===== src/circular_fifo_queue_core_macros.svh =====
// Assertion macros shared by the queue design.
`ifndef CIRCULAR_FIFO_QUEUE_CORE_MACROS_SVH
`define CIRCULAR_FIFO_QUEUE_CORE_MACROS_SVH
`ifndef SYNTHESIS
`define CFQ_ASSERT_IMPL(label, clk, rst_n, lhs, rhs) \
  label: assert property (@(posedge clk) disable iff (!rst_n) (lhs) |-> (rhs)) \
    else $error("assertion failed: label");
`define CFQ_ASSERT_NEXT(label, clk, rst_n, lhs, rhs) \
  label: assert property (@(posedge clk) disable iff (!rst_n) (lhs) |=> (rhs)) \
    else $error("assertion failed: label");
`else
`define CFQ_ASSERT_IMPL(label, clk, rst_n, lhs, rhs)
`define CFQ_ASSERT_NEXT(label, clk, rst_n, lhs, rhs)
`endif
`endif


===== src/cfq_pkg.sv =====
// Package with the types and constants of the circular queue.
`timescale 1ns / 1ps

package cfq_pkg;

  localparam int CAP_W = 5;
  localparam logic [CAP_W-1:0] CAP_RESET = 5'd16;

  typedef enum logic [1:0] {
    OP_INSERT  = 2'd0,
    OP_DELETE  = 2'd1,
    OP_DISPLAY = 2'd2
  } op_t;

  typedef enum logic [1:0] {
    ST_OK       = 2'd0,
    ST_OVERFLOW = 2'd1,
    ST_EMPTY    = 2'd2
  } status_t;

  typedef enum logic {
    S_IDLE = 1'b0,
    S_READ = 1'b1
  } state_t;

  typedef struct packed {
    logic    load;
    status_t status;
    logic    last;
    logic    use_mem;
  } out_ctl_t;

endpackage


===== src/cfq_ram.sv =====
// Entry storage: one write port and one registered read port.
`timescale 1ns / 1ps

module cfq_ram #(
  parameter int DEPTH      = 16,
  parameter int DATA_WIDTH = 32,
  parameter int IDX_W      = 4
) (
  input  logic                  clk,
  input  logic                  wr_en,
  input  logic [IDX_W-1:0]      wr_addr,
  input  logic [DATA_WIDTH-1:0] wr_data,
  input  logic                  rd_en,
  input  logic [IDX_W-1:0]      rd_addr,
  output logic [DATA_WIDTH-1:0] rd_data
);

  logic [DATA_WIDTH-1:0] mem [DEPTH];
  logic [DATA_WIDTH-1:0] rd_data_r;

  always_ff @(posedge clk) begin
    if (wr_en) begin
      mem[wr_addr] <= wr_data;
    end
  end

  always_ff @(posedge clk) begin
    if (rd_en) begin
      rd_data_r <= mem[rd_addr];
    end
  end

  assign rd_data = rd_data_r;

endmodule


===== src/cfq_ctrl.sv =====
// Queue controller: pointers, occupancy, capacity register and display walk.
`timescale 1ns / 1ps

module cfq_ctrl #(
  parameter int DEPTH      = 16,
  parameter int DATA_WIDTH = 32,
  parameter int IDX_W      = 4,
  parameter int CNT_W      = 5
) (
  input  logic                        clk,
  input  logic                        rst_n,
  input  logic                        in_valid,
  output logic                        in_stall,
  input  logic [1:0]                  in_operation,
  input  logic [31:0]                 in_value,
  input  logic                        cfg_wr_en,
  input  logic [cfq_pkg::CAP_W-1:0]   cfg_wr_data,
  input  logic                        out_free,
  output cfq_pkg::out_ctl_t           out_ctl,
  output logic                        wr_en,
  output logic [IDX_W-1:0]            wr_addr,
  output logic [DATA_WIDTH-1:0]       wr_data,
  output logic                        rd_en,
  output logic [IDX_W-1:0]            rd_addr
);

  localparam logic [31:0] DEPTH_W = 32'(DEPTH);

  cfq_pkg::state_t state_r, state_nxt;
  logic [IDX_W-1:0] head_r, head_nxt;
  logic [IDX_W-1:0] tail_r, tail_nxt;
  logic [IDX_W-1:0] walk_r, walk_nxt;
  logic [CNT_W-1:0] occ_r, occ_nxt;
  logic [CNT_W-1:0] remain_r, remain_nxt;
  logic [cfq_pkg::CAP_W-1:0] capacity_r;
  logic [31:0] cap32;
  logic [CNT_W-1:0] cap_eff;
  logic accept;

  function automatic logic [IDX_W-1:0] advance(input logic [IDX_W-1:0] idx,
                                               input logic [CNT_W-1:0] cap);
    logic [CNT_W:0] n;
    n = (CNT_W+1)'(idx) + (CNT_W+1)'(1);
    return (n >= {1'b0, cap}) ? '0 : IDX_W'(n);
  endfunction

  assign cap32   = {{(32-cfq_pkg::CAP_W){1'b0}}, capacity_r};
  assign cap_eff = (capacity_r == '0) ? CNT_W'(1) :
                   (cap32 > DEPTH_W) ? CNT_W'(DEPTH) : CNT_W'(cap32);

  assign in_stall = !((state_r == cfq_pkg::S_IDLE) && out_free);
  assign accept   = in_valid && !in_stall;

  always_comb begin
    state_nxt = state_r;
    case (state_r)
      cfq_pkg::S_IDLE: begin
        if (accept && occ_r != '0 &&
            (in_operation == cfq_pkg::OP_DELETE || in_operation == cfq_pkg::OP_DISPLAY)) begin
          state_nxt = cfq_pkg::S_READ;
        end
      end
      cfq_pkg::S_READ: begin
        if (out_free && remain_r == CNT_W'(1)) begin
          state_nxt = cfq_pkg::S_IDLE;
        end
      end
      default: state_nxt = cfq_pkg::S_IDLE;
    endcase
  end

  always_comb begin
    head_nxt   = head_r;
    tail_nxt   = tail_r;
    walk_nxt   = walk_r;
    occ_nxt    = occ_r;
    remain_nxt = remain_r;
    out_ctl    = '{load: 1'b0, status: cfq_pkg::ST_OK, last: 1'b1, use_mem: 1'b0};
    wr_en      = 1'b0;
    wr_addr    = tail_r;
    wr_data    = DATA_WIDTH'(in_value);
    rd_en      = 1'b0;
    rd_addr    = head_r;
    case (state_r)
      cfq_pkg::S_IDLE: begin
        if (accept) begin
          case (in_operation)
            cfq_pkg::OP_INSERT: begin
              out_ctl.load = 1'b1;
              if (occ_r >= cap_eff) begin
                out_ctl.status = cfq_pkg::ST_OVERFLOW;
              end else begin
                wr_en    = 1'b1;
                tail_nxt = advance(tail_r, cap_eff);
                occ_nxt  = occ_r + CNT_W'(1);
              end
            end
            cfq_pkg::OP_DELETE: begin
              if (occ_r == '0) begin
                out_ctl.load   = 1'b1;
                out_ctl.status = cfq_pkg::ST_EMPTY;
              end else begin
                rd_en      = 1'b1;
                head_nxt   = advance(head_r, cap_eff);
                occ_nxt    = occ_r - CNT_W'(1);
                remain_nxt = CNT_W'(1);
              end
            end
            cfq_pkg::OP_DISPLAY: begin
              if (occ_r == '0) begin
                out_ctl.load   = 1'b1;
                out_ctl.status = cfq_pkg::ST_EMPTY;
              end else begin
                rd_en      = 1'b1;
                walk_nxt   = advance(head_r, cap_eff);
                remain_nxt = occ_r;
              end
            end
            default: begin
            end
          endcase
        end
      end
      cfq_pkg::S_READ: begin
        rd_addr = walk_r;
        if (out_free) begin
          out_ctl.load    = 1'b1;
          out_ctl.use_mem = 1'b1;
          out_ctl.last    = (remain_r == CNT_W'(1));
          if (remain_r != CNT_W'(1)) begin
            rd_en      = 1'b1;
            walk_nxt   = advance(walk_r, cap_eff);
            remain_nxt = remain_r - CNT_W'(1);
          end
        end
      end
      default: begin
      end
    endcase
  end

  always_ff @(posedge clk) begin
    if (!rst_n) begin
      state_r    <= cfq_pkg::S_IDLE;
      head_r     <= '0;
      tail_r     <= '0;
      walk_r     <= '0;
      occ_r      <= '0;
      remain_r   <= '0;
      capacity_r <= cfq_pkg::CAP_RESET;
    end else if (cfg_wr_en) begin
      state_r    <= state_nxt;
      head_r     <= '0;
      tail_r     <= '0;
      walk_r     <= walk_nxt;
      occ_r      <= '0;
      remain_r   <= remain_nxt;
      capacity_r <= cfg_wr_data;
    end else begin
      state_r    <= state_nxt;
      head_r     <= head_nxt;
      tail_r     <= tail_nxt;
      walk_r     <= walk_nxt;
      occ_r      <= occ_nxt;
      remain_r   <= remain_nxt;
    end
  end

endmodule


===== src/circular_fifo_queue_core.sv =====
// Top level of the circular queue: controller, storage and output register.
// An insert goes straight to the output register; a delete first reads the entry
// from the memory's registered read port. A display of n stored words reads them
// one word per cycle from the same read port while the output is not stalled.
// Results leave through an output register. Synchronous active-low reset empties
// the queue and sets the capacity to 16; the stored words themselves are not cleared.
`timescale 1ns / 1ps
`include "circular_fifo_queue_core_macros.svh"

module circular_fifo_queue_core #(
  parameter int DEPTH      = 16,
  parameter int DATA_WIDTH = 32
) (
  input  logic                      clk,
  input  logic                      rst_n,
  input  logic                      in_valid,
  output logic                      in_stall,
  input  logic [1:0]                in_operation,
  input  logic signed [31:0]        in_value,
  output logic                      out_valid,
  input  logic                      out_stall,
  output logic [1:0]                out_status,
  output logic signed [31:0]        out_data,
  output logic                      out_last,
  input  logic                      cfg_wr_en,
  input  logic [cfq_pkg::CAP_W-1:0] cfg_wr_data
);

  localparam int IDX_W = (DEPTH > 1) ? $clog2(DEPTH) : 1;
  localparam int CNT_W = $clog2(DEPTH + 1);

  cfq_pkg::out_ctl_t out_ctl;
  logic out_free;
  logic wr_en, rd_en;
  logic [IDX_W-1:0] wr_addr, rd_addr;
  logic [DATA_WIDTH-1:0] wr_data, rd_data;
  logic signed [DATA_WIDTH-1:0] rd_signed;

  logic        out_valid_r;
  logic [1:0]  out_status_r;
  logic [31:0] out_data_r;
  logic        out_last_r;

  assign out_free = !out_valid_r || !out_stall;

  cfq_ctrl #(
    .DEPTH(DEPTH), .DATA_WIDTH(DATA_WIDTH), .IDX_W(IDX_W), .CNT_W(CNT_W)
  ) u_ctrl (
    .clk(clk), .rst_n(rst_n),
    .in_valid(in_valid), .in_stall(in_stall),
    .in_operation(in_operation), .in_value(in_value),
    .cfg_wr_en(cfg_wr_en), .cfg_wr_data(cfg_wr_data),
    .out_free(out_free), .out_ctl(out_ctl),
    .wr_en(wr_en), .wr_addr(wr_addr), .wr_data(wr_data),
    .rd_en(rd_en), .rd_addr(rd_addr)
  );

  cfq_ram #(
    .DEPTH(DEPTH), .DATA_WIDTH(DATA_WIDTH), .IDX_W(IDX_W)
  ) u_ram (
    .clk(clk),
    .wr_en(wr_en), .wr_addr(wr_addr), .wr_data(wr_data),
    .rd_en(rd_en), .rd_addr(rd_addr), .rd_data(rd_data)
  );

  assign rd_signed = rd_data;

  always_ff @(posedge clk) begin
    if (!rst_n) begin
      out_valid_r <= 1'b0;
    end else if (out_ctl.load) begin
      out_valid_r <= 1'b1;
    end else if (!out_stall) begin
      out_valid_r <= 1'b0;
    end
  end

  always_ff @(posedge clk) begin
    if (out_ctl.load) begin
      out_status_r <= out_ctl.status;
      out_data_r   <= out_ctl.use_mem ? 32'(rd_signed) : '0;
      out_last_r   <= out_ctl.last;
    end
  end

  assign out_valid  = out_valid_r;
  assign out_status = out_status_r;
  assign out_data   = out_data_r;
  assign out_last   = out_last_r;

  `CFQ_ASSERT_IMPL(a_no_overwrite, clk, rst_n, out_valid_r && out_stall, !out_ctl.load)
  `CFQ_ASSERT_IMPL(a_port_exclusive, clk, rst_n, wr_en, !rd_en)
  `CFQ_ASSERT_IMPL(a_error_single, clk, rst_n, out_ctl.load && out_ctl.status != cfq_pkg::ST_OK, out_ctl.last && !out_ctl.use_mem)
  `CFQ_ASSERT_NEXT(a_read_then_busy, clk, rst_n, rd_en && !cfg_wr_en, in_stall || out_valid_r)

endmodule

===== config.mk =====
export PLATFORM = sky130hd
export DESIGN_NAME = circular_fifo_queue_core
export DESIGN_NICKNAME = d
export VERILOG_FILES = /design/src/cfq_pkg.sv /design/src/cfq_ram.sv /design/src/cfq_ctrl.sv /design/src/circular_fifo_queue_core.sv
export VERILOG_INCLUDE_DIRS = /design/src /design/src/src
export SDC_FILE = /design/constraint.sdc
export NUM_CORES = 1
export LEC_CHECK = 0
export CORE_MARGIN = 3
export CORE_UTILIZATION = 40
export DETAILED_ROUTE_END_ITERATION = 7
export DONT_BUFFER_PORTS = 1
export GPL_TIMING_DRIVEN = 0
export HOLD_SLACK_MARGIN = 0.1
export PLACE_DENSITY = 0.64
export SLEW_MARGIN = 10
export SYNTH_ARGS = -nofsm -noshare
export SYNTH_HDL_FRONTEND = slang
export SYNTH_SLANG_ARGS = --single-unit

===== constraint.sdc =====
create_clock -name clk -period 4.2 [get_ports clk]
set_input_delay 0.63 -clock clk [delete_from_list [all_inputs] [get_ports clk]]
set_output_delay 0.63 -clock clk [all_outputs]
set_load 0.05 [all_outputs]

==> impl_metrics.py, run 1 <==
metrics = {
    "setup_path": {
        "path_cells": "nor3_1, nor2_1, nor2_1, ha_1, nor2b_1, o21ai_0, a31oi_1, clkbuf_1, nand2_1, nor3_4, buf_8, buf_8",
        "timing.rr.end": "u_ram.mem[2][15]",
        "startpoint_type": "flip-flop",
        "critPathCapture": "u_ram.mem[2][15]",
        "cp.required_ps": 4550,
        "cpMaxStageDelayCell": "nor3_4",
        "slowest_delay_ps": 640,
        "r2r_setup_slack_ps": 370,
        "crit_arrival_ps": 4180,
        "crit_buf_inv": 3,
        "ff2ff_path_depth": 12,
        "reg2reg_from": "u_ctrl.capacity_r[1]",
        "crit_family": "simple AND/OR/NAND/NOR gates",
        "worstSetupEndpointType": "flip-flop",
        "critPathLaunch": "u_ctrl.capacity_r[1]",
        "crit_fanout": 13,
        "crit_cells": 12,
        "crit_type": "flip-flop to flip-flop",
    },
    "grt": {
        "grt_max_degree": 36,
        "first_global_vias": 12000,
        "grt.overflow.total": 0,
        "antenna_found_initial": 2,
        "grt_pass1_wl_um": 78500,
        "global_route.usage.total_pct": 16.9,
    },
    "synth": {
        "syn_inst": 1180,
        "syn_area_um2": 23700,
        "synthArstFlopShare_pct": 0,
        "seq_area_frac_synth_pct": 75.8,
        "yosysUniqueCellTypes": 53,
        "avgSynthCellArea_um2": 20.1,
        "yosysWarnings": 0,
        "ys_seq_elements": 608,
        "synthFlopType": "edfxtp_1",
        "synth.net_count": 1260,
        "synth_edf_count": 579,
    },
    "layout": {
        "multi_input_area_um2": 5590,
        "seqCellArea_um2": 18000,
        "finalNetCount": 1377,
        "drive_gt1_share_pct": 21.1,
        "syn_to_final_growth_pct": 16.3,
        "fillers": 4776,
        "stdcell_area_um2": 27600,
    },
    "clocking": {
        "cts_tree": "built",
        "cts.htree.levels": 2,
        "path_clk_slew_ps": 60,
        "clk_latency_ps": 650,
        "cts-hold-fix-buffers": 32,
        "post-cts-setup-buffers": 0,
        "cts_buffer_depth": 3,
        "cts.sinks": 608,
        "cts_resized": 0,
        "cts_buffers": 60,
        "root_buffer": "clkbuf_16",
    },
    "drt": {
        "vias_per_cell": 5.49,
        "drt-pass1-iter-count": 7,
        "route.vias.total": 11600,
        "wl_um": 52500,
        "drt_drc_violations_left": 0,
        "post_drt_wl_per_cell_um": 24.9,
        "detail-route-antenna-nets": 0,
        "initialDrtViolationCount": 1123,
    },
    "placed_design": {
        "place_area_um2": 25300,
        "post-place-ws_ps": 327,
        "dpl.hpwl_um": 33600,
        "gp_congestion": 0.776,
        "io_buffers": 0,
    },
    "timing": {
        "hold_slack_ps": 168,
        "hold_violations": 0,
        "drv_slew": 0,
        "worst_pin_slew_ps": 1090,
        "rsz0062_at_grt": "no",
        "setup_tns_ps": 0,
        "timing.final.ws_setup_ps": 365,
        "post-route-min-period_ps": 3830,
        "finClkSkew_ps": 45.2,
        "fmax_mhz": 261,
        "min_period_over_period_pct": 91.3,
        "relSlewSlack_pct": 27.5,
        "setup_viol": 0,
    },
    "floorplan": {
        "io_pins": 81,
        "dieArea_um2": 62200,
        "rows": 88,
        "core-area_um2": 58100,
        "die_h_um": 249,
        "initial_utilization_pct": 40.8,
        "die_width_um": 249,
    },
    "power": {
        "internal_power_uw": 9740,
        "leakagePower_uw": 0.00900,
        "combPwrFrac_pct": 2.5,
        "sw_frac_of_total_pct": 21.2,
        "p_switching_uw": 2610,
        "p_seq_share_pct": 55.0,
        "ir_drop_mv": 0.356,
        "power_frac_clock_pct": 42.5,
        "power_density_nw_per_um2": 448,
    },
    "min_path": {
        "hold_class": "input pin to flip-flop",
    },
    "flow_run": {
        "drv_cap": 0,
    },
    "status": {
        "status": "finished clean",
    },
}
## area by class of cell
cell class / count / share of cell area (%)
Multi-Input combinational cell: 500 / 20.3
Sequential cell: 608 / 65.2
Antenna cell: 2 / 0.0182
Clock buffer: 70 / 5.58
Clock inverter: 40 / 1.40
Tap cell: 765 / 3.47
Inverter: 20 / 0.272
Buffer: 52 / 0.817
Timing Repair Buffer: 55 / 3.00
## metal layers
metal / vias up / share of wire, % / GRT usage, %
met4: 0 / 1.9 / 4.44
met2: 380 / 50 / 27.9
met1: 6064 / 42 / 23.2
met3: 66 / 6.1 / 3.19
met5: - / 0 / 0
li1: 5089 / - / -
## placed cells by master (no fill, tap or decap), types with 29 or more instances in the layout
cell	n
dfxtp_1	29
clkbuf_16	60
ha_1	35
dlygate4sd3_1	32
a22oi_1	66
mux4_2	128
and2_1	34
nand2_1	49
clkbuf_1	40
edfxtp_1	579
## how the worst min path moves through the flow
| stage | start | to | slack, ps | cells past startpoint |
|---|---|---|---|---|
| final | cfg_wr_data[4] | u_ctrl.capacity_r[4] | 170 | 2 |
| after global routing | cfg_wr_data[4] | u_ctrl.capacity_r[4] | 160 | 2 |
| after CTS | cfg_wr_data[4] | u_ctrl.capacity_r[4] | 130 | 2 |
| after detailed placement | u_ram.rd_data[29] | out_data[29] | 510 | 1 |
| after global placement | u_ram.rd_data[24] | out_data[24] | 510 | 1 |
| after floorplan | u_ctrl.occ_r[4] | u_ctrl.occ_r[4] | 470 | 2 |
## logic make-up (layout without fill, tap and decap cells)
logic type,count (synthesis),count (layout),share of synthesized area [%]
AOI/OAI and AO/OA,144,144,4.25
adders and majority gates,36,36,1.93
xor gates and xnor gates,10,10,0.369
buffers and inverters,72,237,1.27
DFF,608,608,75.8
and+or+nand+nor,168,168,3.62
other,0,2,0
muxes,142,142,12.8
## sequential cells by signal, summed over array words and instances (netlist names), 5 cells and up
name	cells
u_ram.mem	512
out_data	32
u_ram.rd_data	32
u_ctrl.capacity_r	5
u_ctrl.occ_r	5
u_ctrl.remain_r	5
## metrics by stage
| step | utilization, % | total power, µW | cells |
|---|---|---|---|
| 6_report | 47.4 | 12400 | 2112 |
| 3_5_place_dp | 43.6 | 7160 | 1968 |
| 4_1_cts | 47.4 | 12500 | 2110 |
| 5_1_grt | 47.4 | 12800 | 2110 |
| 3_3_place_gp | 42.5 | 7150 | 1945 |
| 2_1_floorplan | - | 7080 | 1180 |
## synth_stat cells (17+ instances only)
library cell,number,share of area (%)
inv_1,20,0.32
ha_1,35,1.8
and2_1,34,0.90
nor2_1,24,0.38
a21oi_1,22,0.46
edfxtp_1,579,73
nand2_1,49,0.78
dfxtp_1,29,2.4
mux4_2,128,12
a22oi_1,66,2.1
clkbuf_1,30,0.47
o21ai_0,17,0.36
## power groups by stage
| stage | combinational (µW) | clock [µW] | sequential [µW] |
|---|---|---|---|
| 2_1_floorplan | 156 | 0 | 6920 |
| 3_3_place_gp | 216 | 0 | 6940 |
| 3_5_place_dp | 228 | 0 | 6930 |
| 4_1_cts | 315 | 5350 | 6800 |
| 5_1_grt | 347 | 5600 | 6800 |
| 6_report | 309 | 5250 | 6800 |
No activity file was read; power rests on OpenSTA's default activity.
==> inputs of run 2 (changes only) <==
- CORE_MARGIN: 3 -> default
- SYNTH_HIERARCHICAL: default -> 1
==> run 2 against run 1 <==
Register-to-register slack got worse by 190 ps. Utilization about the same. Via count rose by 0.59%. Critical path type unchanged. Hold slack got worse by 8.0 ps. Count of clock-buffer cells in the layout is 4 lower. Clock skew shrank 8.1 ps. Final area increased by 1.6%. Sequential share of layout area fell by 1.0 points. Clock power increased by 8.6%. Worst setup slack lost 190 ps.
==> impl_metrics.py, run 2 <==
metrics = {
    "drt": {
        "drt-pass1-iter-count": 5,
        "vias_per_cell": 5.46,
        "drt_drc_violations_left": 0,
        "wl_um": 51600,
        "detail-route-antenna-nets": 0,
        "route.vias.total": 11700,
        "initialDrtViolationCount": 1197,
        "post_drt_wl_per_cell_um": 24.2,
    },
    "power": {
        "p_seq_share_pct": 53.2,
        "p_total_uw": 12800,
        "p_switching_uw": 2630,
        "leakagePower_uw": 0.00891,
        "power_frac_clock_pct": 44.4,
        "combPwrFrac_pct": 2.5,
        "sw_frac_of_total_pct": 20.5,
        "power_density_nw_per_um2": 459,
        "internal_power_uw": 10200,
        "ir_drop_mv": 0.334,
    },
    "floorplan": {
        "core-area_um2": 59000,
        "die_h_um": 247,
        "die_width_um": 247,
        "io_pins": 81,
        "rows": 89,
        "dieArea_um2": 60800,
        "initial_utilization_pct": 40.5,
    },
    "synth": {
        "synth_edf_count": 579,
        "seq_area_frac_synth_pct": 75.1,
        "yosysWarnings": 6,
        "synth_most_common_cell": "edfxtp_1",
        "synthFlopType": "edfxtp_1",
        "avgSynthCellArea_um2": 19.9,
        "synthArstFlopShare_pct": 0,
        "synth_area_leader_cell": "edfxtp_1",
        "yosysUniqueCellTypes": 58,
        "syn_inst": 1202,
        "synth.area.top_cells": "edfxtp_1 (73%), mux4_2 (12%), dfxtp_1 (2.4%), a22oi_1 (2.1%), ha_1 (1.7%)",
        "ys_seq_elements": 608,
        "synth.net_count": 1279,
        "syn_area_um2": 23900,
        "ys_top_cells_by_count": "edfxtp_1 (579), mux4_2 (128), a22oi_1 (66)",
        "synth_top_area_share_pct": 72.7,
    },
    "layout": {
        "finalNetCount": 1390,
        "largest_register_ffs": 512,
        "post-route-util_pct": 47.4,
        "diodes": 0,
        "syn_to_final_growth_pct": 17.0,
        "drive_gt1_share_pct": 28.6,
        "final_common_cell": "edfxtp_1",
        "final_cell_mix": "edfxtp_1 (579), mux4_2 (128), a22oi_1 (66)",
        "regMostFlops": "u_ram/mem",
        "stdcell_area_um2": 28000,
    },
    "grt": {
        "met1_usage_pct": 23.5,
        "grt_max_degree": 27,
        "grt_util_met3_pct": 3.04,
        "global_route.usage.total_pct": 17.3,
        "grtUsageMet2_pct": 29.0,
        "grt_pass1_wl_um": 76900,
        "antenna_found_initial": 1,
        "first_global_vias": 12100,
        "top_usage_layer": "met2",
        "grt.overflow.total": 0,
    },
    "clocking": {
        "path_clk_slew_ps": 60,
        "clk_latency_ps": 630,
        "cts.htree.levels": 2,
        "root_buffer": "clkbuf_16",
        "cts_buffers": 60,
        "cts_buffer_depth": 3,
        "cts-hold-fix-buffers": 0,
        "cts.sinks": 608,
        "cts_tree": "built",
        "cts_resized": 0,
    },
    "placed_design": {
        "io_buffers": 0,
        "gp_congestion": 0.770,
        "place_area_um2": 25500,
        "dpl.hpwl_um": 33300,
    },
    "timing": {
        "setup_viol": 0,
        "relSlewSlack_pct": 42.3,
        "post-route-min-period_ps": 4030,
        "fmax_mhz": 248,
        "setup_tns_ps": 0,
        "worst_pin_slew_ps": 866,
        "drv_slew": 0,
        "hold_violations": 0,
        "min_period_over_period_pct": 95.9,
        "finClkSkew_ps": 37.2,
    },
    "setup_path": {
        "cp.required_ps": 4520,
        "startpoint_type": "flip-flop",
        "worstSetupEndpointType": "flip-flop",
        "crit_fanout": 14,
        "crit_type": "flip-flop to flip-flop",
        "crit_arrival_ps": 4350,
    },
    "min_path": {
        "hold_class": "input pin to flip-flop",
    },
    "status": {
        "status": "finished clean",
    },
    "flow_run": {
        "drv_cap": 0,
    },
}
## run 2: worst max-delay path, cell delays in order (launching register included)
cell and delay, ps:
dfxtp_1 330, nor3_1 180, nor2_1 60, nor2_1 340, ha_1 310, nand2b_1 140, a2111o_1 500, a311oi_4 590
or3b_2 640, nor3_4 280, buf_12 160, buf_8 180
## run 2: worst paths after layout
path | cells after the start | slack, ps | end | from
worst max-delay path | 11 | 170 | u_ram/mem[0][22] | u_ctrl/capacity_r[1]
worst min-delay path | 1 | 160 | out_valid | rst_n
worst max register to register | 11 | 170 | u_ram/mem[0][22] | u_ctrl/capacity_r[1]
worst min register to register | 2 | 510 | u_ctrl/capacity_r[0] | u_ctrl/capacity_r[0]
## run 2: through the flow
step / worst slack (ps) / cells / hold WS [ps]
after global placement: -2100 / 1975 / 489
final: 170 / 2135 / 160
after detailed placement: -88.5 / 1999 / 508
after CTS: 22.0 / 2116 / 116
after global routing: -7.79 / 2135 / 158
after floorplan: -147 / 1202 / 461
## run 2: area by class of cell
cell class | instances | area [µm²]
Multi-Input combinational cell | 495 | 5560
Timing Repair Buffer | 49 | 841
Buffer | 82 | 474
Inverter | 17 | 63.8
Fill cell | 4864 | 31000
Sequential cell | 608 | 18000
Tap cell | 773 | 967
Clock inverter | 45 | 594
Clock buffer | 66 | 1530
## run 2: what timing repair did
action,CTS,global route
cloned,0,0
setup buffers,6,19
pin swaps,3,12
setup endpoints to repair,38,256
## run 2: logic make-up (layout without fill, tap and decap cells)
family                     after synthesis  in the layout  synth area share, %
AOI/OAI and AO/OA                      137            137                 4.07
muxes                                  139            139                 12.5
adders and majority gates               33             33                 1.76
buffers and inverters                   99            259                 2.25
and+or+nand+nor                        177            177                 3.95
xor gates and xnor gates                 9              9                0.329
DFF                                    608            608                 75.1
## run 2: power groups by stage
stage / clock network, µW / logic [µW] / registers (µW)
floorplan: 0 / 211 / 6950
global placement: 0 / 288 / 6960
detailed placement: 0 / 316 / 6950
CTS: 5820 / 321 / 6830
global route: 6010 / 351 / 6830
finish: 5700 / 317 / 6820
## run 2: layer usage
metal,up-vias,wire length (µm)
met2,358,25600
met1,6134,22100
li1,5114,-
met5,-,9
met3,59,3140
met4,2,761
